File: src/rtl/core/spsc_pkg.sv
// Package for the stack pop sequence checker.
// Holds widths, register indexes, reset values and the stack memory request type.
// No dependencies.
`default_nettype none

package spsc_pkg;

  localparam int MaxDepth = 1024;
  localparam int AddrW    = $clog2(MaxDepth);
  localparam int PtrW     = AddrW + 1;
  localparam int ValW     = 16;
  localparam int CapW     = 11;
  localparam int LenW     = 16;
  localparam int CfgW     = 16;
  localparam int CfgIdxW  = 2;
  localparam int CmpW     = ((PtrW > ValW) ? PtrW : ValW) + 1;

  localparam logic [CfgIdxW-1:0] CfgIdxCapacity = CfgIdxW'(0);
  localparam logic [CfgIdxW-1:0] CfgIdxLength   = CfgIdxW'(1);

  localparam logic [CapW-1:0] CapReset = CapW'(5);
  localparam logic [LenW-1:0] LenReset = LenW'(7);

  typedef struct packed {
    logic             we;
    logic [AddrW-1:0] waddr;
    logic [ValW-1:0]  wdata;
    logic [AddrW-1:0] raddr;
  } mem_req_t;

endpackage

`default_nettype wire

File: src/rtl/core/spsc_ctrl.sv
// Sequencer of the stack pop sequence checker: push burst, pop read, compare, result.
// Depends on spsc_pkg; drives the stack RAM through mem_req_t.
`default_nettype none

module spsc_ctrl
  import spsc_pkg::*;
(
  input  wire logic            clk_i,
  input  wire logic            rst_ni,
  input  wire logic [CapW-1:0] cap_i,
  input  wire logic [LenW-1:0] len_i,
  input  wire logic            in_valid_i,
  output logic                 in_ready_o,
  input  wire logic [ValW-1:0] in_value_i,
  output logic                 out_valid_o,
  input  wire logic            out_ready_i,
  output logic                 out_seq_valid_o,
  output mem_req_t             mem_req_o,
  input  wire logic [ValW-1:0] mem_rdata_i
);

  localparam logic [1:0] StIdle = 2'd0;
  localparam logic [1:0] StPush = 2'd1;
  localparam logic [1:0] StPop  = 2'd2;
  localparam logic [1:0] StEmit = 2'd3;

  logic [1:0]      state_q, state_d;
  logic [PtrW-1:0] sp_q, sp_d;
  logic [ValW-1:0] npv_q, npv_d;
  logic [LenW-1:0] items_q, items_d;
  logic            ok_q, ok_d;
  logic [ValW-1:0] val_q, val_d;
  logic [ValW-1:0] wcnt_q, wcnt_d;
  logic [ValW-1:0] wval_q, wval_d;
  logic [AddrW-1:0] waddr_q, waddr_d;
  logic            res_q, res_d;
  logic            out_valid_q, out_valid_d;
  logic            out_bit_q, out_bit_d;

  logic            accept;
  logic            slot_free;
  logic            fin;
  logic            fin_ok;
  logic [ValW-1:0] cnt;
  logic [CmpW-1:0] cap_lim;
  logic [CmpW-1:0] need;
  logic [LenW-1:0] items_inc;
  logic [PtrW-1:0] sp_dec;

  assign in_ready_o      = (state_q == StIdle);
  assign accept          = in_valid_i && in_ready_o;
  assign slot_free       = !out_valid_q || out_ready_i;
  assign cnt             = in_value_i - npv_q;
  assign cap_lim         = (CmpW'(cap_i) > CmpW'(MaxDepth)) ? CmpW'(MaxDepth) : CmpW'(cap_i);
  assign need            = CmpW'(sp_q) + CmpW'(cnt);
  assign items_inc       = items_q + LenW'(1);
  assign sp_dec          = sp_q - PtrW'(1);
  assign out_valid_o     = out_valid_q;
  assign out_seq_valid_o = out_bit_q;

  always_comb begin
    state_d     = state_q;
    sp_d        = sp_q;
    npv_d       = npv_q;
    items_d     = items_q;
    ok_d        = ok_q;
    val_d       = val_q;
    wcnt_d      = wcnt_q;
    wval_d      = wval_q;
    waddr_d     = waddr_q;
    res_d       = res_q;
    out_valid_d = out_valid_q && !out_ready_i;
    out_bit_d   = out_bit_q;
    fin         = 1'b0;
    fin_ok      = 1'b0;

    mem_req_o.we    = 1'b0;
    mem_req_o.waddr = waddr_q;
    mem_req_o.wdata = wval_q;
    mem_req_o.raddr = sp_dec[AddrW-1:0];

    case (state_q)
      StIdle: begin
        if (accept) begin
          if (!ok_q) begin
            fin = 1'b1;
          end else if (in_value_i > npv_q) begin
            if (need > cap_lim) begin
              fin = 1'b1;
            end else begin
              npv_d = in_value_i;
              sp_d  = PtrW'(need - CmpW'(1));
              if (cnt == ValW'(1)) begin
                fin    = 1'b1;
                fin_ok = 1'b1;
              end else begin
                wcnt_d  = cnt - ValW'(1);
                wval_d  = npv_q + ValW'(1);
                waddr_d = sp_q[AddrW-1:0];
                state_d = StPush;
              end
            end
          end else if (sp_q == '0) begin
            fin = 1'b1;
          end else begin
            sp_d    = sp_dec;
            val_d   = in_value_i;
            state_d = StPop;
          end
        end
      end
      StPush: begin
        mem_req_o.we = 1'b1;
        wcnt_d       = wcnt_q - ValW'(1);
        wval_d       = wval_q + ValW'(1);
        waddr_d      = waddr_q + AddrW'(1);
        if (wcnt_q == ValW'(1)) begin
          fin     = 1'b1;
          fin_ok  = 1'b1;
          state_d = StIdle;
        end
      end
      StPop: begin
        fin     = 1'b1;
        fin_ok  = (mem_rdata_i == val_q);
        state_d = StIdle;
      end
      StEmit: begin
        if (slot_free) begin
          out_valid_d = 1'b1;
          out_bit_d   = res_q;
          state_d     = StIdle;
        end
      end
      default: begin
        state_d = StIdle;
      end
    endcase

    if (fin) begin
      if (items_inc == len_i) begin
        sp_d    = '0;
        npv_d   = '0;
        items_d = '0;
        ok_d    = 1'b1;
        if (slot_free) begin
          out_valid_d = 1'b1;
          out_bit_d   = fin_ok;
          state_d     = StIdle;
        end else begin
          res_d   = fin_ok;
          state_d = StEmit;
        end
      end else begin
        items_d = items_inc;
        ok_d    = fin_ok;
      end
    end
  end

  always_ff @(posedge clk_i or negedge rst_ni) begin
    if (!rst_ni) begin
      state_q     <= StIdle;
      sp_q        <= '0;
      npv_q       <= '0;
      items_q     <= '0;
      ok_q        <= 1'b1;
      out_valid_q <= 1'b0;
    end else begin
      state_q     <= state_d;
      sp_q        <= sp_d;
      npv_q       <= npv_d;
      items_q     <= items_d;
      ok_q        <= ok_d;
      out_valid_q <= out_valid_d;
    end
  end

  always_ff @(posedge clk_i) begin
    val_q     <= val_d;
    wcnt_q    <= wcnt_d;
    wval_q    <= wval_d;
    waddr_q   <= waddr_d;
    res_q     <= res_d;
    out_bit_q <= out_bit_d;
  end

endmodule

`default_nettype wire

File: config.mk
export PLATFORM = sky130hd
export DESIGN_NAME = spsc_ctrl
export DESIGN_NICKNAME = d
export VERILOG_FILES = /design/src/rtl/core/spsc_pkg.sv /design/src/rtl/core/spsc_ctrl.sv
export SDC_FILE = /design/constraint.sdc
export NUM_CORES = 1
export LEC_CHECK = 0
export ABC_AREA = 1
export BUFFER_PORTS_ARGS = -buffer_cell sky130_fd_sc_hd__buf_4
export CELL_PAD_IN_SITES_DETAIL_PLACEMENT = 1
export CELL_PAD_IN_SITES_GLOBAL_PLACEMENT = 1
export CORE_MARGIN = 2
export CORE_UTILIZATION = 47
export DETAILED_ROUTE_END_ITERATION = 16
export MAX_ROUTING_LAYER = met4
export PLACE_DENSITY_LB_ADDON = 0.1
export SETUP_SLACK_MARGIN = 0.02
export SLEW_MARGIN = 20
export SYNTH_ARGS = -nofsm -noshare
export SYNTH_HDL_FRONTEND = slang
export SYNTH_SLANG_ARGS = --single-unit
File: constraint.sdc
create_clock -name clk_i -period 19.7 [get_ports clk_i]
set_clock_uncertainty 0.05 [all_clocks]
set_input_delay 1.97 -clock clk_i [delete_from_list [all_inputs] [get_ports clk_i]]
set_output_delay 1.97 -clock clk_i [all_outputs]
set_load 0.1 [all_outputs]
Word level (Yosys, flattened, before mapping)
Index checks and enable logic that the tools add are counted.
{"block": "word_totals", "wordCells": 123, "regBits": 107, "output_inout_bits": 40}
{"block": "op_classes", "magnitude_cmp": 3, "mux": 72, "n_addsub": 10, "bitwise": 3, "eq_ne": 12, "reduce_logical": 11}
{"op": "$mux 16", "n": 18}
{"op": "$mux 11", "n": 9}
{"op": "$pmux 16 s2", "n": 2}
{"op": "$mux 10", "n": 5}
{"op": "$add 16x1->16 const B", "n": 3}
{"op": "$eq 16x1->1 const B", "n": 2}
{"op": "$eq 16x16->1", "n": 2}
{"op": "$sub 16x1->16 const B", "n": 2}
{"op": "$mux 1", "n": 23}
{"op": "$mux 2", "n": 11}
{"op": "$sub 11x1->11 const B", "n": 2}
{"op": "$pmux 10 s2", "n": 1}
{"op": "$add 11x16->17", "n": 1}
{"op": "$gt 17x11->1", "n": 1}
{"op": "$gt 16x16->1", "n": 1}
{"op": "$sub 16x16->16", "n": 1}
{"op": "$gt 11x11->1 const B", "n": 1}
{"op": "$logic_not 11->1", "n": 1}
{"op": "$add 10x1->10 const B", "n": 1}
{"op": "$pmux 2 s4", "n": 1}
{"op": "$ne 2x1->1 const B", "n": 3}
{"op": "$pmux 1 s3", "n": 2}
{"op": "$reduce_and 6->1", "n": 1}
{"op": "$reduce_and 5->1", "n": 1}
{"op": "10 further kinds", "n": 16}

Longest topological paths before layout
{"block": "logic_depth", "word_depth": 11, "mapped_depth": 38, "ltp_nobuf": 38}

Least setup slack after synthesis
Ideal clock, no wire load.
{"block": "synth_timing", "path_kind": "in2reg", "from": "input in_value_i[0]", "to": "register waddr_q[0] (enable)", "stages": 28, "path_slack_ps": 10833, "t_required_ps": 19150, "arrival_ps": 8318, "setup_time_ps": 500, "path_cell_list": "inv_1 -> ha_1 -> inv_1 -> fa_1 -> nand3_1 -> nand3_2 -> nand2_1 -> nand2_1 -> xnor2_1 -> inv_1 -> ha_1 -> inv_1 -> nor3_1 -> nand3_1 -> nand3_1 -> xor2_1 -> inv_1 -> ha_1 -> nand2_1 -> nor2_1 -> nand4_1 -> nand2_1 -> nand2_1 -> nor2_1 -> nand3_1 -> nor2_4 -> nand2_2 -> o21ai_0"}
{"block": "synth_between", "elab_chain_cells": 5}
{"item": "from (decl)", "line_no": "spsc_ctrl.sv:14", "source": "input wire logic [ValW-1:0] in_value_i,"}
{"item": "$sub 16x16->16", "line_no": "spsc_ctrl.sv:53", "source": "assign cnt = in_value_i - npv_q;"}
{"item": "$add 11x16->17", "line_no": "spsc_ctrl.sv:55", "source": "assign need = CmpW'(sp_q) + CmpW'(cnt);"}
{"item": "$gt 17x11->1", "line_no": "spsc_ctrl.sv:88", "source": "if (need > cap_lim) begin"}
{"item": "$ne 2x2->1 (no source line)"}
{"item": "$reduce_and 6->1 (no source line) (*)"}
{"item": "to (signal assigned)", "line_no": "spsc_ctrl.sv:183", "source": "waddr_q <= waddr_d;"}
{"item": "to (decl)", "line_no": "spsc_ctrl.sv:35", "source": "logic [AddrW-1:0] waddr_q, waddr_d;"}
Mark *: on every way between the ends. The rest lies on a longest branch, timed or not.
A chain may end at the register's enable or synchronous reset.

Worst setup path in the final report
{"block": "layout_timing", "from": "input in_value_i[0]", "to": "register waddr_q[4] (enable)"}
Same word-level chain as after synthesis.

==> flow_summary.toml <==
[power_and_ir_drop]
vdd_drop_max_mv = 0.2181
seqPwrFrac = 0.253
p_comb_frac = 0.613
netSwitchingFraction = 0.5605
p_leak_nw = 5.374
switchingPower_w = 0.0008167
internal_power_w = 0.0006404
pwr-share-clk = 0.133
power.density_nw_per_um2 = 135.2

[clock_tree]
clk_latency_ns = 0.37
clk_path_buf_depth = 2
clockRootBuffer = "clkbuf_16"
cts_tree = "yes"
cts.sink_count = 107
cts_buffers = 9
hold_buffers = 0
htree_num_levels = 3
cts_resized = 0
cts.clk_slew.worst_paths_ns = 0.08
cts_setup_buffers = 0

[placement]
gp_congestion = 0.9549
dp_cells = 1711
hpwlAfterDp_um = 24400
postPlaceCellArea_um2 = 10450
port_buffers = 102
pre_cts_ws_ns = 11.59

[route]
via_per_inst = 5.380
drtPass1Iterations = 4
wl_per_cell_um = 17.79
drc_errors = 0
drt-initial-drc-count = 450
drt-total-wl_um = 30720
vias = 9291
drtAntennaViolNets = 0

[grt]
antenna_found_initial = 0
grt_first_pass_wirelength_um = 49660
grt_start_max_net_pins = 48
overflow = 0
grt_use_total = 0.2966
grt_pass1_vias = 9769

[worst_setup_path]
worst-r2r-setup-slack_ns = 13.22
end_kind = "flop"
worstPathArrival_ns = 7.83
crit_type = "in -> reg"
crit_required_ns = 19.67
startpoint_type = "input port"
reg2reg_depth = 28
slowest_stage = "nor2_4"
worstPathMaxFanout = 35
slowest_delay_ns = 0.65
r2r-end = "waddr_q[4]$_DFFE_PP_"
worstReg2RegStart = "npv_q[0]$_DFF_PN0_"

[yosys]
yosysUniqueCellTypes = 55
synth_ff_type = "edfxtp_1"
synth_area_leaders = "edfxtp_1 19%, nand2_1 15%, dfrtp_1 12%"
synth_edf_count = 59
synth_top_area_frac = 0.1875
yosysTopAreaCell = "edfxtp_1"
synth_cells = 1365
synth_fp_nets = 1478
ys_ff_latch = 107
async_flop_share = 0.4393
yosysWarnings = 0
syn-cell-area_um2 = 9447
ys_seq_area_frac = 0.3143
avgSynthCellArea_um2 = 6.921

[floorplan]
fp.dieArea_um2 = 21250
fp.dieH_um = 145.8
rows = 51
boundaryPins = 103
die_w_um = 145.8
fp.coreArea_um2 = 19590
start_util = 0.4822

[sta]
max_freq_mhz = 127.3
rsz0062_at_grt = "no"
drv_slew = 0
slew_headroom = 0.4244
hold_violations = 0
finalCriticalPeriod_ns = 7.855
fin_setup_tns_ns = 0
finalSetupViolCount = 0
post-route-period-util = 0.3988
worst_pin_slew_ns = 0.8556
setup_slack_ns = 11.84

[run]
max_cap_violations = 0

[final_layout]
syn_to_final_growth_pct = 14.08
fillers = 2644
antennaDiodeCount = 0
utilization = 0.5501
fin_nets = 1570
post-route-cell-area_um2 = 10780
fin_cells = 1727
drive_gt1_frac = 0.1320

[hold_path]
hold_class = "reg -> reg"
hold_start = "ok_q$_DFFE_PN1N_"
min_to = "ok_q$_DFFE_PN1N_"
hold-path-cell-count = 2

[outcome]
status = "finished, final reports clean"
## stage by stage
| stage | hold slack, ns | total power [W] |
|---|---|---|
| CTS | 0.4782 | 0.001457 |
| detailed placement | 0.4635 | 0.001260 |
| global placement | 0.4487 | 0.001234 |
| floorplan | 0.4258 | 0.001035 |
| global route | 0.4937 | 0.001553 |
| finish | 0.4774 | 0.001457 |
## state kept, by name, indices dropped and copies added (netlist names), 2 cells and up
name and cells:
val_q 16, sp_q 11, items_q 16, npv_q 16, state_q 2, waddr_q 10, wval_q 16, wcnt_q 16
## layout by cell type (no fill, tap or decap), types with 29 or more instances in the layout
master | netlist | final
nand2_1 | 386 | 386
inv_1 | 215 | 215
o21ai_0 | 47 | 46
nand4_1 | 29 | 29
edfxtp_1 | 59 | 59
nand3_1 | 112 | 112
nor2_1 | 121 | 119
buf_4 | 1 | 107
a21oi_1 | 31 | 31
xor2_1 | 59 | 59
ha_1 | 48 | 48
dfrtp_1 | 46 | 46
## critical path: cells and delay by family
kind                       cells  cell delay (ns)
and+or+nand+nor               16             2.34
adders and majority gates      4             1.28
buffers and inverters          7             1.07
xor gates and xnor gates       2             0.57
AOI/OAI and AO/OA              1             0.54
## layout make-up
cell class,count,area [um^2],share of cell area
Inverter,225,844.6,0.07837
Multi-Input combinational cell,1007,5512,0.5114
Clock buffer,9,225.2,0.02090
Tap cell,265,331.6,0.03077
Timing Repair Buffer,107,803.3,0.07454
Clock inverter,7,91.34,0.008476
Sequential cell,107,2969,0.2755
## cells by family after synthesis
family	count (synthesis)	synth area share
flip-flops	107	0.3143
buffers and inverters	251	0.1058
adder cells (fa/ha/maj)	50	0.06782
multiplexers	2	0.002252
AND/OR/NAND/NOR	744	0.3485
AO/OA/AOI/OAI	138	0.09364
XOR/XNOR	73	0.06768
## cells in the mapped netlist (11+ instances only)
cell type / n
a21oi_1: 31
ha_1: 48
nand2_1: 386
xor2_1: 59
dfrtp_1: 46
nor2_1: 121
nand3_1: 112
nor3_1: 24
inv_1: 215
a21boi_2: 13
xnor2_1: 14
edfxtp_1: 59
nand4_1: 29
nand3b_1: 18
nand2_2: 11
o21ai_0: 47
## metal layers
metal / part of all wire / track usage / up-vias
met1: 0.45 / 0.3640 / 4481
li1: - / - / 4587
met3: 0.035 / 0.03229 / 49
met2: 0.49 / 0.5104 / 174
met5: 0 / - / -
met4: 0.028 / 0.09804 / 0
## worst max-delay path by stage
stage                  startpoint              endpoint  slack, ns
floorplan           in_value_i[0]  waddr_q[0]$_DFFE_PP_      10.83
global placement    in_value_i[0]  wcnt_q[15]$_DFFE_PP_      11.80
detailed placement  in_value_i[0]  wcnt_q[15]$_DFFE_PP_      11.59
CTS                 in_value_i[0]  waddr_q[3]$_DFFE_PP_      11.89
global route        in_value_i[0]  waddr_q[3]$_DFFE_PP_      11.41
finish              in_value_i[0]  waddr_q[4]$_DFFE_PP_      11.84
## power groups by stage
stage | Clock (W) | Sequential [W] | Combinational [W]
floorplan | 0 | 0.000507 | 0.000529
CTS | 0.000195 | 0.000369 | 0.000893
global placement | 0 | 0.000370 | 0.000864
global route | 0.000202 | 0.000378 | 0.000973
detailed placement | 0 | 0.000372 | 0.000887
finish | 0.000194 | 0.000369 | 0.000893
No activity file was read; power rests on OpenSTA's default activity.
